`config.mk`:
```
export PLATFORM = sky130hd
export DESIGN_NAME = truncated_group_seq_tracker_unit_flat
export DESIGN_NICKNAME = d
export VERILOG_FILES = /design/src/rtl/tgst_pkg.sv /design/src/rtl/tgst_if.sv /design/src/rtl/truncated_group_seq_tracker_unit.sv /design/src/rtl/tgst_div.sv /design/src/flat_wrapper.sv
export SDC_FILE = /design/constraint.sdc
export NUM_CORES = 2
export LEC_CHECK = 0
export BUFFER_PORTS_ARGS = -buffer_cell sky130_fd_sc_hd__buf_2
export CAP_MARGIN = 30
export CORE_MARGIN = 2
export CORE_UTILIZATION = 30
export DETAILED_ROUTE_END_ITERATION = 16
export GPL_TIMING_DRIVEN = 0
export PLACE_DENSITY_LB_ADDON = 0.3
export SETUP_SLACK_MARGIN = 0.15
export SLEW_MARGIN = 20
export SYNTH_ARGS = -nofsm -noshare
export SYNTH_HDL_FRONTEND = slang
export SYNTH_SLANG_ARGS = --single-unit
```
`constraint.sdc`:
```
create_clock -name clk -period 11.05 [get_ports clk]
set_clock_uncertainty 0.15 [all_clocks]
set_input_delay 0.5525 -clock clk [delete_from_list [all_inputs] [get_ports clk]]
set_output_delay 0.5525 -clock clk [all_outputs]
set_load 0.005 [all_outputs]
```
`src/rtl/tgst_pkg.sv`:
```
// ----------------------------------------------------------------------------
// tgst_pkg - shared types and constants for the group sequence tracker
// Ring geometry, counter width, register indexes and field widths.
// ----------------------------------------------------------------------------
package tgst_pkg;

	// ring geometry: depth is a power of two so the ring index is a bit slice
	localparam int RING_IDX_W  = 4;
	localparam int RING_DEPTH  = 1 << RING_IDX_W;
	localparam int COUNT_WIDTH = 32;

	localparam int SEQ_W      = 32;
	localparam int GSIZE_W    = 16;
	localparam int TBITS_W    = 4;
	localparam int WIN_W      = 8;
	localparam int ARRIVAL_W  = 16;
	localparam int CFG_IDX_W  = 4;
	localparam int CFG_DATA_W = 32;
	localparam int MAX_TBITS  = 8;

	// restoring divider: one quotient bit per step
	localparam int DIV_STEPS = SEQ_W;
	localparam int DIV_CNT_W = $clog2(DIV_STEPS);

	typedef enum logic [CFG_IDX_W-1:0] {
		REG_GROUP_SIZE     = 4'd0,
		REG_SEQ_BITS       = 4'd1,
		REG_FORWARD_WINDOW = 4'd2,
		REG_FLOW_LENGTH    = 4'd3
	} cfg_reg_t;

	typedef struct packed {
		logic busy;
		logic done;
	} div_stat_t;

endpackage

```
`src/rtl/tgst_if.sv`:
```
// ----------------------------------------------------------------------------
// tgst_if - handshake channels of the group sequence tracker
// Packet input, result output and configuration write channels.
// ----------------------------------------------------------------------------
interface tgst_pkt_if;
	logic                       valid;
	logic                       ready;
	logic [tgst_pkg::SEQ_W-1:0] seq_num;

	modport source (output valid, output seq_num, input ready);
	modport sink   (input valid, input seq_num, output ready);
endinterface

interface tgst_res_if;
	logic        valid;
	logic        ready;
	logic        correct;
	logic        out_of_window;
	logic [31:0] rebuilt_group;
	logic [31:0] nonending_groups;
	logic [31:0] nonending_delay;
	logic [31:0] incomplete_delay;
	logic [31:0] incomplete_groups;

	modport source (output valid, output correct, output out_of_window,
		output rebuilt_group, output nonending_groups, output nonending_delay,
		output incomplete_delay, output incomplete_groups, input ready);
	modport sink (input valid, input correct, input out_of_window,
		input rebuilt_group, input nonending_groups, input nonending_delay,
		input incomplete_delay, input incomplete_groups, output ready);
endinterface

interface tgst_cfg_if;
	logic                            valid;
	logic                            ready;
	logic [tgst_pkg::CFG_IDX_W-1:0]  index;
	logic [tgst_pkg::CFG_DATA_W-1:0] data;

	modport source (output valid, output index, output data, input ready);
	modport sink   (input valid, input index, input data, output ready);
endinterface

```
`src/rtl/truncated_group_seq_tracker_unit.sv`:
```
// ----------------------------------------------------------------------------
// truncated_group_seq_tracker_unit - truncated group sequence tracker
// Rebuilds the full group index from truncated bits and keeps lag statistics.
// ----------------------------------------------------------------------------
// Each packet takes two passes of the shared divider (sequence number, then flow
// length), then one lag-ageing step per entry of the backward window, then a
// retire step and an advance step per group advance.
// The tracker takes one packet at a time; a frozen tracker answers without dividing.
// Reset clears the counters, both rings and the error flag at once.
module truncated_group_seq_tracker_unit (
	input  logic       clk,
	input  logic       arst_n,
	tgst_pkt_if.sink   pkt,
	tgst_res_if.source res,
	tgst_cfg_if.sink   cfg
);
	import tgst_pkg::*;

	typedef enum logic [3:0] {
		ST_IDLE, ST_DIV_SEQ, ST_DIV_FLOW, ST_PREP, ST_LAG,
		ST_RET, ST_ADV, ST_FINAL, ST_DONE
	} state_t;

	state_t state_q;

	// configuration
	logic [GSIZE_W-1:0] gsize_q;
	logic [TBITS_W-1:0] tbits_q;
	logic [WIN_W-1:0]   fwin_q;
	logic [31:0]        flow_q;

	// tracking state
	logic [31:0]             gc_q;
	logic                    err_q;
	logic [COUNT_WIDTH-1:0]  lag_q [RING_DEPTH];
	logic [ARRIVAL_W-1:0]    arr_q [RING_DEPTH];
	logic [COUNT_WIDTH-1:0]  ret_cnt_q, ret_dly_q, part_dly_q, part_cnt_q;

	// per-packet working registers
	logic [31:0]       tgrp_q;
	logic [31:0]       flq_q;
	logic [WIN_W-1:0]  mod_q;
	logic [WIN_W-1:0]  diff_q;
	logic signed [8:0] beta_q;
	logic [WIN_W-1:0]  i_q;
	logic [WIN_W-1:0]  step_q;
	logic              oow_q;
	logic [31:0]       rebuilt_q;

	// output register
	logic        res_valid_q;
	logic        o_correct_q, o_oow_q;
	logic [31:0] o_rebuilt_q, o_ngrp_q, o_ndly_q, o_idly_q, o_igrp_q;

	// divider hookup
	logic               div_start;
	logic [SEQ_W-1:0]   div_dividend;
	logic [GSIZE_W-1:0] eff_g;
	div_stat_t          div_stat;
	logic [SEQ_W-1:0]   div_quo;

	logic                   pkt_xfer;
	logic [TBITS_W-1:0]     t_eff;
	logic [WIN_W-1:0]       mod_c;
	logic [WIN_W-1:0]       diff_c;
	logic signed [8:0]      beta_c;
	logic                   go_adv_c;
	logic                   adv_path;
	logic                   go_adv;
	logic signed [33:0]     c34, beta34, lower34, grp34, calc34, end34;
	logic [WIN_W:0]         off9;
	logic [RING_IDX_W-1:0]  lag_idx, ret_idx, adv_idx, calc_idx;
	logic                   ret_take, ret_part;
	logic                   load_out;

	assign pkt.ready = (state_q == ST_IDLE);
	assign cfg.ready = 1'b1;
	assign pkt_xfer  = pkt.valid && pkt.ready;

	assign eff_g = (gsize_q == '0) ? GSIZE_W'(1) : gsize_q;
	assign t_eff = (tbits_q > TBITS_W'(MAX_TBITS)) ? TBITS_W'(MAX_TBITS) : tbits_q;
	assign mod_c = WIN_W'((9'd1 << t_eff) - 9'd1);

	// window set-up for the packet, taken before the working registers load
	assign diff_c   = (tgrp_q[WIN_W-1:0] - gc_q[WIN_W-1:0]) & mod_c;
	assign beta_c   = signed'({1'b0, mod_c}) - signed'({1'b0, fwin_q});
	assign go_adv_c = (diff_c <= fwin_q) && (diff_c != '0);

	// start the divider on the sequence number, then on the flow length
	assign div_start    = (pkt_xfer && !err_q) || (state_q == ST_DIV_SEQ && div_stat.done);
	assign div_dividend = (state_q == ST_IDLE) ? pkt.seq_num : flow_q;

	tgst_div u_div (
		.clk      (clk),
		.arst_n   (arst_n),
		.start    (div_start),
		.dividend (div_dividend),
		.divisor  (eff_g),
		.stat     (div_stat),
		.quotient (div_quo)
	);

	// window arithmetic on the unwrapped counter
	assign c34      = signed'({2'b00, gc_q});
	assign beta34   = 34'(beta_q);
	assign lower34  = c34 - beta34;
	assign adv_path = diff_q <= fwin_q;
	assign go_adv   = adv_path && (diff_q != '0);
	assign off9     = ({1'b0, mod_q} + 9'd1 - {1'b0, diff_q}) & {1'b0, mod_q};
	assign calc34   = adv_path ? c34 : c34 - signed'({25'd0, off9});

	// retire test: group c - beta, compared with gamma added
	assign grp34    = lower34;
	assign end34    = grp34 + signed'({26'd0, fwin_q});
	assign ret_idx  = grp34[RING_IDX_W-1:0];
	assign ret_take = !grp34[33] && (end34 < signed'({2'b00, flq_q}));
	assign ret_part = arr_q[ret_idx] != eff_g;

	assign lag_idx  = gc_q[RING_IDX_W-1:0] - i_q[RING_IDX_W-1:0];
	assign adv_idx  = gc_q[RING_IDX_W-1:0] + 1'b1;
	assign calc_idx = calc34[RING_IDX_W-1:0];

	assign load_out = (state_q == ST_DONE) && (!res_valid_q || res.ready);

	// configuration writes
	always_ff @(posedge clk or negedge arst_n) begin
		if (!arst_n) begin
			gsize_q <= GSIZE_W'(1);
			tbits_q <= TBITS_W'(4);
			fwin_q  <= WIN_W'(4);
			flow_q  <= '0;
		end else if (cfg.valid && cfg.ready) begin
			case (cfg_reg_t'(cfg.index))
				REG_GROUP_SIZE:     gsize_q <= cfg.data[GSIZE_W-1:0];
				REG_SEQ_BITS:       tbits_q <= cfg.data[TBITS_W-1:0];
				REG_FORWARD_WINDOW: fwin_q  <= cfg.data[WIN_W-1:0];
				REG_FLOW_LENGTH:    flow_q  <= cfg.data[31:0];
				default: ;
			endcase
		end
	end

	// sequencer, rings and counters
	always_ff @(posedge clk or negedge arst_n) begin
		if (!arst_n) begin
			state_q    <= ST_IDLE;
			gc_q       <= '0;
			err_q      <= 1'b0;
			ret_cnt_q  <= '0;
			ret_dly_q  <= '0;
			part_dly_q <= '0;
			part_cnt_q <= '0;
			for (int k = 0; k < RING_DEPTH; k++) begin
				lag_q[k] <= '0;
				arr_q[k] <= '0;
			end
		end else begin
			case (state_q)
				ST_IDLE: begin
					if (pkt_xfer) begin
						state_q <= err_q ? ST_DONE : ST_DIV_SEQ;
					end
				end
				ST_DIV_SEQ: begin
					if (div_stat.done) begin
						state_q <= ST_DIV_FLOW;
					end
				end
				ST_DIV_FLOW: begin
					if (div_stat.done) begin
						state_q <= ST_PREP;
					end
				end
				ST_PREP: begin
					if (!beta_c[8]) begin
						state_q <= ST_LAG;
					end else begin
						state_q <= go_adv_c ? ST_RET : ST_FINAL;
					end
				end
				ST_LAG: begin
					// age one group behind the counter per cycle
					if (gc_q >= {24'd0, i_q}) begin
						lag_q[lag_idx] <= lag_q[lag_idx] + 1'b1;
					end
					if (i_q == beta_q[WIN_W-1:0]) begin
						state_q <= go_adv ? ST_RET : ST_FINAL;
					end
				end
				ST_RET: begin
					// retire the group leaving the backward window
					if (ret_take) begin
						ret_cnt_q <= ret_cnt_q + 1'b1;
						ret_dly_q <= ret_dly_q + lag_q[ret_idx];
						if (ret_part) begin
							part_dly_q <= part_dly_q + lag_q[ret_idx];
							part_cnt_q <= part_cnt_q + 1'b1;
						end
					end
					state_q <= ST_ADV;
				end
				ST_ADV: begin
					// advance the counter and open a fresh ring entry
					gc_q           <= gc_q + 1'b1;
					lag_q[adv_idx] <= '0;
					arr_q[adv_idx] <= '0;
					state_q        <= (step_q + 1'b1 == diff_q) ? ST_FINAL : ST_RET;
				end
				ST_FINAL: begin
					if (calc34 < lower34 || calc34[33]) begin
						err_q <= 1'b1;
					end else begin
						lag_q[calc_idx] <= '0;
						arr_q[calc_idx] <= arr_q[calc_idx] + 1'b1;
						if (calc34 != signed'({2'b00, tgrp_q})) begin
							err_q <= 1'b1;
						end
					end
					state_q <= ST_DONE;
				end
				ST_DONE: begin
					if (load_out) begin
						state_q <= ST_IDLE;
					end
				end
				default: state_q <= ST_IDLE;
			endcase
		end
	end

	// per-packet working registers
	always_ff @(posedge clk) begin
		case (state_q)
			ST_IDLE: begin
				oow_q     <= 1'b0;
				rebuilt_q <= '0;
			end
			ST_DIV_SEQ: begin
				if (div_stat.done) begin
					tgrp_q <= div_quo;
				end
			end
			ST_DIV_FLOW: begin
				if (div_stat.done) begin
					flq_q <= div_quo;
				end
			end
			ST_PREP: begin
				mod_q  <= mod_c;
				diff_q <= diff_c;
				beta_q <= beta_c;
				i_q    <= '0;
				step_q <= '0;
			end
			ST_LAG: i_q <= i_q + 1'b1;
			ST_ADV: step_q <= step_q + 1'b1;
			ST_FINAL: begin
				if (calc34 < lower34) begin
					oow_q     <= 1'b1;
					rebuilt_q <= calc34[31:0];
				end else if (!calc34[33]) begin
					rebuilt_q <= calc34[31:0];
				end
			end
			default: ;
		endcase
	end

	// output register: hold the result until the transfer completes
	always_ff @(posedge clk or negedge arst_n) begin
		if (!arst_n) begin
			res_valid_q <= 1'b0;
		end else if (load_out) begin
			res_valid_q <= 1'b1;
		end else if (res.ready) begin
			res_valid_q <= 1'b0;
		end
	end

	always_ff @(posedge clk) begin
		if (load_out) begin
			o_correct_q <= !err_q;
			o_oow_q     <= oow_q;
			o_rebuilt_q <= rebuilt_q;
			o_ngrp_q    <= 32'(ret_cnt_q);
			o_ndly_q    <= 32'(ret_dly_q);
			o_idly_q    <= 32'(part_dly_q);
			o_igrp_q    <= 32'(part_cnt_q);
		end
	end

	assign res.valid             = res_valid_q;
	assign res.correct           = o_correct_q;
	assign res.out_of_window     = o_oow_q;
	assign res.rebuilt_group     = o_rebuilt_q;
	assign res.nonending_groups  = o_ngrp_q;
	assign res.nonending_delay   = o_ndly_q;
	assign res.incomplete_delay  = o_idly_q;
	assign res.incomplete_groups = o_igrp_q;

	// the error flag is sticky until reset
	a_err_sticky: assert property (@(posedge clk) disable iff (!arst_n)
		err_q |=> err_q) else $error("error flag cleared without reset");

	// the group counter moves only on an advance step
	a_gc_adv: assert property (@(posedge clk) disable iff (!arst_n)
		(state_q != ST_ADV) |=> $stable(gc_q)) else $error("counter moved outside advance");

	// an out-of-window result always reports a lost reconstruction
	a_oow_err: assert property (@(posedge clk) disable iff (!arst_n)
		(res.valid && res.out_of_window) |-> !res.correct)
		else $error("out-of-window result flagged correct");

	// the divider is only started when free
	a_div_free: assert property (@(posedge clk) disable iff (!arst_n)
		div_start |-> (!div_stat.busy)) else $error("divider restarted while busy");

endmodule

```
`src/rtl/tgst_div.sv`:
```
// ----------------------------------------------------------------------------
// tgst_div - iterative unsigned divider
// Restoring division of a 32-bit value by a 16-bit value, one bit per cycle.
// ----------------------------------------------------------------------------
module tgst_div (
	input  logic                           clk,
	input  logic                           arst_n,
	input  logic                           start,
	input  logic [tgst_pkg::SEQ_W-1:0]     dividend,
	input  logic [tgst_pkg::GSIZE_W-1:0]   divisor,
	output tgst_pkg::div_stat_t            stat,
	output logic [tgst_pkg::SEQ_W-1:0]     quotient
);
	import tgst_pkg::*;

	logic                 busy_q;
	logic                 done_q;
	logic [DIV_CNT_W-1:0] cnt_q;
	logic [GSIZE_W-1:0]   rem_q;
	logic [SEQ_W-1:0]     quo_q;
	logic [GSIZE_W:0]     shifted;
	logic                 fits;

	// trial subtract of the shifted remainder
	assign shifted = {rem_q, quo_q[SEQ_W-1]};
	assign fits    = shifted >= {1'b0, divisor};

	// control
	always_ff @(posedge clk or negedge arst_n) begin
		if (!arst_n) begin
			busy_q <= 1'b0;
			done_q <= 1'b0;
			cnt_q  <= '0;
		end else begin
			done_q <= 1'b0;
			if (start) begin
				busy_q <= 1'b1;
				cnt_q  <= '0;
			end else if (busy_q) begin
				cnt_q <= cnt_q + 1'b1;
				if (cnt_q == DIV_CNT_W'(DIV_STEPS - 1)) begin
					busy_q <= 1'b0;
					done_q <= 1'b1;
				end
			end
		end
	end

	// datapath: shift in one quotient bit per step
	always_ff @(posedge clk) begin
		if (start) begin
			rem_q <= '0;
			quo_q <= dividend;
		end else if (busy_q) begin
			rem_q <= fits ? GSIZE_W'(shifted - {1'b0, divisor}) : shifted[GSIZE_W-1:0];
			quo_q <= {quo_q[SEQ_W-2:0], fits};
		end
	end

	assign stat.busy = busy_q;
	assign stat.done = done_q;
	assign quotient  = quo_q;

endmodule

```
`src/flat_wrapper.sv`:
```
// flat-port wrapper written by rule: the top's interface ports become plain ports
module truncated_group_seq_tracker_unit_flat import tgst_pkg::*;
  (clk, arst_n, pkt_valid, pkt_seq_num, pkt_ready, res_valid, res_correct, res_out_of_window, res_rebuilt_group, res_nonending_groups, res_nonending_delay, res_incomplete_delay, res_incomplete_groups, res_ready, cfg_valid, cfg_index, cfg_data, cfg_ready);
  tgst_pkt_if pkt_i ();
  tgst_res_if res_i ();
  tgst_cfg_if cfg_i ();
  input  logic clk;
  input  logic arst_n;
  input wire logic [$bits(pkt_i.valid)-1:0] pkt_valid;
  input wire logic [$bits(pkt_i.seq_num)-1:0] pkt_seq_num;
  output wire logic [$bits(pkt_i.ready)-1:0] pkt_ready;
  output wire logic [$bits(res_i.valid)-1:0] res_valid;
  output wire logic [$bits(res_i.correct)-1:0] res_correct;
  output wire logic [$bits(res_i.out_of_window)-1:0] res_out_of_window;
  output wire logic [$bits(res_i.rebuilt_group)-1:0] res_rebuilt_group;
  output wire logic [$bits(res_i.nonending_groups)-1:0] res_nonending_groups;
  output wire logic [$bits(res_i.nonending_delay)-1:0] res_nonending_delay;
  output wire logic [$bits(res_i.incomplete_delay)-1:0] res_incomplete_delay;
  output wire logic [$bits(res_i.incomplete_groups)-1:0] res_incomplete_groups;
  input wire logic [$bits(res_i.ready)-1:0] res_ready;
  input wire logic [$bits(cfg_i.valid)-1:0] cfg_valid;
  input wire logic [$bits(cfg_i.index)-1:0] cfg_index;
  input wire logic [$bits(cfg_i.data)-1:0] cfg_data;
  output wire logic [$bits(cfg_i.ready)-1:0] cfg_ready;
  assign pkt_i.valid = pkt_valid;
  assign pkt_i.seq_num = pkt_seq_num;
  assign pkt_ready = pkt_i.ready;
  assign res_valid = res_i.valid;
  assign res_correct = res_i.correct;
  assign res_out_of_window = res_i.out_of_window;
  assign res_rebuilt_group = res_i.rebuilt_group;
  assign res_nonending_groups = res_i.nonending_groups;
  assign res_nonending_delay = res_i.nonending_delay;
  assign res_incomplete_delay = res_i.incomplete_delay;
  assign res_incomplete_groups = res_i.incomplete_groups;
  assign res_i.ready = res_ready;
  assign cfg_i.valid = cfg_valid;
  assign cfg_i.index = cfg_index;
  assign cfg_i.data = cfg_data;
  assign cfg_ready = cfg_i.ready;
  truncated_group_seq_tracker_unit u_core (.clk(clk), .arst_n(arst_n), .pkt(pkt_i), .res(res_i), .cfg(cfg_i));
endmodule
```
# Word-level counts from Yosys, hierarchy flattened
# Index checks and enable logic that the tools add are counted.
[op_classes]
eq_ne = 25
n_lt_le_gt_ge = 14
n_shift = 1
bitwise = 12
addsub = 21
n_reduce_logical = 43
n_mux = 66
[op_table]
columns = ["cell", "count"]
rows = [
  ["$pmux 512 s3", 1],
  ["$and 512x512->512", 2],
  ["$mux 512", 2],
  ["$not 512->512", 2],
  ["$bwmux 512", 1],
  ["$pmux 256 s2", 1],
  ["$demux 32 s4", 3],
  ["$mux 32", 12],
  ["$and 256x256->256", 1],
  ["$bmux 32 s4", 2],
  ["$bwmux 256", 1],
  ["$mux 256", 1],
  ["$not 256->256", 1],
  ["$add 32x1->32 const B", 4],
  ["$bmux 16 s4", 2],
  ["$demux 16 s4", 2],
  ["$mux 16", 8],
  ["$add 32x32->32", 2],
  ["$pmux 32 s2", 1],
  ["$pmux 4 s9", 1],
  ["$add 34x9->34", 1],
  ["$lt 34x33->1", 1],
  ["$lt 34x34->1", 1],
  ["$mux 34", 1],
  ["other kinds (51)", 128],
]
[totals]
register_bits = 1349
elab_cells = 247
inputBits = 73
out_inout_bits = 165

# Depth between registers and ports, before layout
[depth]
word_depth = 14
ltp_mapped = 35
ltp_nobuf = 31

# Hierarchy
# Synthesis repeated with hierarchy kept, for this count alone.
[hier_totals]
cells_unflattened = 6365
hier_area_um2 = 74435.1
[modules_own_cells]
columns = ["module", "seq_area_each_um2", "area_per_inst_um2", "cells_each", "n_inst"]
rows = [
  ["truncated_group_seq_tracker_unit", 33886.2, 70975.6, 6043, 1],
  ["tgst_div", 1456.4, 3459.6, 322, 1],
]

# Least setup slack after synthesis
# No wires, ideal clock.
[synth_path]
kind = "flip-flop to flip-flop"
from = "register u_core.state_q[1]"
to = "register u_core.o_correct_q, in the netlist u_core.res.correct (enable)"
arrival_time_ps = 8766
required_ps = 10162
setup_slack_ps = 1396
period_less_slack_ps = 9654
n_path_buf = 2
stages_incl_launch_ff = 6
setup_ps = 738
cell_sequence = "dfrtp_1 > clkbuf_1 > clkbuf_1 > nor2_1 > nand3b_1 > a21oi_1"
[synth_between]
elab_chain_cells = 2
[synth_rtl]
columns = ["element", "line_no", "text"]
rows = [
  ["from (decl)", "truncated_group_seq_tracker_unit.sv:24", "state_t state_q;"],
  ["from (signal assigned)", "truncated_group_seq_tracker_unit.sv:161", "state_q <= err_q ? ST_DONE : ST_DIV_SEQ;"],
  ["from (signal assigned)", "truncated_group_seq_tracker_unit.sv:178", "state_q <= go_adv_c ? ST_RET : ST_FINAL;"],
  ["from (signal assigned)", "truncated_group_seq_tracker_unit.sv:187", "state_q <= go_adv ? ST_RET : ST_FINAL;"],
  ["$eq 4x4->1", "truncated_group_seq_tracker_unit.sv:123", "assign load_out = (state_q == ST_DONE) && (!res_valid_q || res.ready);"],
  ["$logic_and 1x1->1", "truncated_group_seq_tracker_unit.sv:123", ""],
  ["via u_core.load_out", "truncated_group_seq_tracker_unit.sv:74", "logic load_out;"],
  ["to (signal assigned)", "truncated_group_seq_tracker_unit.sv:282", "o_correct_q <= !err_q;"],
  ["to (decl)", "truncated_group_seq_tracker_unit.sv:52", "logic o_correct_q, o_oow_q;"],
]
# The timed path passes the listed nets, and every way through them passes these cells.
# A chain may end at the register's enable or synchronous reset.

# Worst setup path after layout
[layout_path]
from = "register u_core.gc_q[1]"
to = "register u_core.part_cnt_q[15]"
[layout_between]
elab_chain_cells = 7
word_cells_on_any_way = 11
classes_between = "add/sub: 2; order compare: 1; eq/ne: 1; mux: 3; bitwise: 1; reduce/logical: 3"
[layout_rtl]
columns = ["element", "line_no", "text"]
rows = [
  ["from (decl)", "truncated_group_seq_tracker_unit.sv:33", "logic [31:0] gc_q;"],
  ["from (signal assigned)", "truncated_group_seq_tracker_unit.sv:204", "gc_q <= gc_q + 1'b1;"],
  ["$sub 33x9->34 *", "truncated_group_seq_tracker_unit.sv:106", "assign lower34 = c34 - beta34;"],
  ["parallel branches: the longest is 5 deep, another holds $add 34x9->34", "--", ""],
  ["$reduce_and 3->1 (no source line) *", "--", ""],
  ["to (signal assigned)", "truncated_group_seq_tracker_unit.sv:197", "part_cnt_q <= part_cnt_q + 1'b1;"],
  ["to (decl)", "truncated_group_seq_tracker_unit.sv:37", "logic [COUNT_WIDTH-1:0] ret_cnt_q, ret_dly_q, part_dly_q, part_cnt_q;"],
]
# Every way passes the cells marked *. The select of a mux whose other input is x is not followed.

==> results.md <==
Run status:
- The run finished with clean final reports.

Yosys:
- The number of storage elements in the synthesis netlist is around 1300.
- Of the post-synthesis cell area, the dominant cell type holds 33.4%.
- Counting every instance in the synthesized netlist gives ~7000.
- The share of the Yosys chip area taken by registers is 47.3%.
- Yosys printed 0 warnings.
- Of all flip-flops after synthesis, the portion carrying an async set or reset was between 70% and 80%.
- The synthesized area per cell is ~11 sq um.
- In this run the cell area of the synthesized design comes to ~0.075 sq mm.
- The unique cell type count in the Yosys netlist is approximately 120.
- Sorting the synthesized cells by how often they occur yields 1119 x nand2_1, 998 x dfrtp_1, 921 x o21ai_0, 381 x mux4_2, 332 x edfxtp_1.
- Of all cell types, the one taking the most synthesized area is dfrtp_1.
- Sorting the synthesized cells by area gives the leading types as dfrtp_1 33%, edfxtp_1 13%, mux4_2 11%.
- nand2_1 is the most common cell in the netlist.
- The most used flip-flop cell after synthesis is dfrtp_1.
- The number of enable-type register cells in the synthesized netlist is 332.
- When the netlist entered floorplanning its net count stood at between 7000 and 8000.

Floorplanning:
- 238 I/O pins were placed.
- The die is 503 um tall.
- The width of the die is 503 um.
- The row count is 183.
- The starting density of the core is 30.1%.
- The total area inside the core boundary comes to 0.248 sq mm.
- The die covers roughly 0.25 sq mm.

Route:
- The violation count after the first detailed-routing iteration is approximately 6600.
- The residual DRC count is 0.
- The first TritonRoute pass finished after 8 iterations.
- Using the TritonRoute via totals, the vias-per-cell ratio works out to 5.55.
- The total wirelength of the detailed-routed design is 272 mm.
- Summing over every cut layer, the via total after detailed routing is 61000.
- The detail route stage leaves a number of antenna-violating nets equal to 0.
- In the final routed layout, each cell accounts on average for between 20 and 25 um.

Placement:
- The total cell area at the placement stage is 0.0810 sq mm.
- The number of cells in the design after placement is 10600.
- The detailed-placement wirelength estimate is 197 mm.
- The count of input and output buffers is 236.
- Routability-driven placement finished with a final weighted congestion of 0.947.
- The worst slack after detailed placement is -0.937 ns.

Global route:
- The initial antenna violation count is 4.
- Global routing used 4.78% of the available met3 tracks.
- The aggregate global routing overflow is 0.
- met2 is the most crowded layer.
- The number of global-route vias before repair is 60400.
- The wire length of the first global-routing pass is 403 mm.
- The fraction of met2 tracks used by global routing is between 30% and 40%.
- Global routing consumed, over all layers together, 21.2% of the routing resources.
- Global routing consumed, on the met1 layer, 27.8% of the routing resources.
- Entering global routing, the biggest net connects 140 pins.

STA:
- The final critical path takes up a little over nine tenths of the cycle.
- The actual slew at the worst max-slew pin is 1.07 ns.
- Setup repair after global routing left no endpoint under its margin.
- In this run the tightest slew margin relative to its limit is 28.7%.
- The total negative slack for setup checks is 0 ns.
- Setup violations remaining at the end of the flow were counted as 0.
- Based on the critical path, the design can be clocked at up to between 0.09 and 0.1 GHz.
- The tightest hold margin is 0.0468 ns.
- The post-layout worst setup margin is 0.663 ns.
- The number of endpoints with negative hold slack in the final report came to 0.
- The number of max-slew violations in the final report came to 0.
- The routed design could run at a clock period as short as about 10 ns.

Setup path:
- STA puts the critical path data arrival time at 10.93 ns.
- The stage delay of the slowest cell on the critical path is 0.77 ns.
- The type of the worst setup path is reg2reg.
- At the worst endpoint, the required time is 11.59 ns.
- The kind of end point of the critical path is a flop.
- The slowest stage of the critical path is the fa_2 cell.
- The worst setup path is launched from a flop.
- The most used cell along the critical path is nand3_1.
- The maximum fanout along the worst path is 15.

Layout:
- The largest registers in the layout are u_core.lag_q x512, u_core.arr_q x256.
- The register bank with the most flops is u_core.lag_q.
- The share of post-route cells with drive strength above 1 is 15.8%.
- The final design instance area without fill is 0.0869 sq mm.
- The relative area change from synthesis to final layout is 16.3%.
- The register with the most flip-flops in the layout has 512 of them.
- The count of non-filler cells in the finished layout is roughly 11000.
- The final core area utilization is 35.0%.
- In the final design database the tool counted roughly 7900 nets.

Clock network:
- The clock tree root driver cell is clkbuf_16.
- The clock latency of the later-clocked register in the worst-skew pair is 0.85 ns.
- The CTS tree is yes.
- The CTS sink count is 1349.
- The clock buffer count from CTS is ~160.
- After clock tree synthesis, the clock-pin slew on the worst setup and hold paths is 0.06 ns.
- The maximum buffer depth of the clock tree is 3.
- The depth of the CTS H-tree is 4.

Flow run:
- Across the run, the number of max-cap violations was 0.

Power:
- For this design the ratio of total power to cell area is 259 mW/mm^2.
- Power comes to 22.5 mW.
- The peak supply drop is around 0.18 mV.
- The cell leakage power is 36.1 nW.

Min path:
- The worst hold path belongs to the class in2reg.
critical path, delay by kind of cell (launching register included):
family	cells	cell delay (ns)
compound gates	8	2.03
fa+ha+maj	3	1.39
xor+xnor	2	0.35
buf+inv	10	3.19
flops	1	0.75
simple gates	9	2.31
final timing paths:
check,to,slack [ns],cells past startpoint,start
min in group asynchronous,u_core.lag_q[169],0.32,3,arst_n
hold reg to reg,u_core.res.rebuilt_group[30],0.25,0,u_core.rebuilt_q[30]
setup / recovery,u_core.part_cnt_q[15],0.66,32,u_core.gc_q[1]
setup reg to reg,u_core.part_cnt_q[15],0.66,32,u_core.gc_q[1]
max in group asynchronous,u_core.flow_q[21],8.52,5,arst_n
hold / removal,u_core.u_div.quotient[29],0.05,3,pkt_seq_num[29]
layout by cell type (no fill, tap or decap), types with 91 or more instances in the layout:
cell type	instances
nand3_1	277
a21oi_1	262
edfxtp_1	332
xor2_1	111
nand2_1	1119
nand4_1	91
o21ai_0	921
inv_1	194
clkbuf_1	348
clkbuf_16	161
mux4_2	381
buf_2	319
xnor2_1	261
nor3_1	97
nor2_1	229
ha_1	255
dfrtp_1	997
final cells by class:
cell class,instances,area [sq um]
Tap cell,3330,4170
Multi-Input combinational cell,5002,36700
Inverter,201,759
Clock inverter,59,633
Buffer,455,2010
Clock buffer,220,4490
Sequential cell,1349,35300
Antenna cell,2,5.00
Timing Repair Buffer,358,2790
Fill cell,24900,161000
repair_timing:
| action | 4_1_cts | 5_1_grt |
|---|---|---|
| endpoints found under the setup margin | 128 | 62 |
| buffers inserted | 0 | 2 |
| hold buffers | 65 | 0 |
| hold endpoints to repair | 225 | 0 |
| gates cloned | 0 | 0 |
| resized for setup | 5 | 6 |
routing by layer:
metal | share of wire [%] | routed length [um]
met5 | 0 | 0
met4 | 5.0 | 13700
met3 | 8.6 | 23300
met2 | 46 | 124000
met1 | 41 | 111000
power breakdown:
group          total [mW]  leakage [nW]  switching [mW]  internal, mW
sequential           6.38          17.1           0.507          5.88
combinational        10.8          16.5            7.30          3.54
clock                5.29          2.49            2.24          3.05
total                22.5          36.1            10.0          12.5
cell families after synthesis:
kind of cell / count (synthesis) / share of synthesized area [%]
buffers and inverters: 658 / 3.66
multiplexers: 548 / 13.9
other: 1 / 0.00502
XOR/XNOR: 379 / 4.51
flip-flops: 1349 / 47.3
AO/OA/AOI/OAI: 1623 / 12.6
adder cells (fa/ha/maj): 265 / 4.54
AND/OR/NAND/NOR: 2186 / 13.6
Note: power is estimated with default switching activity, not from simulation.
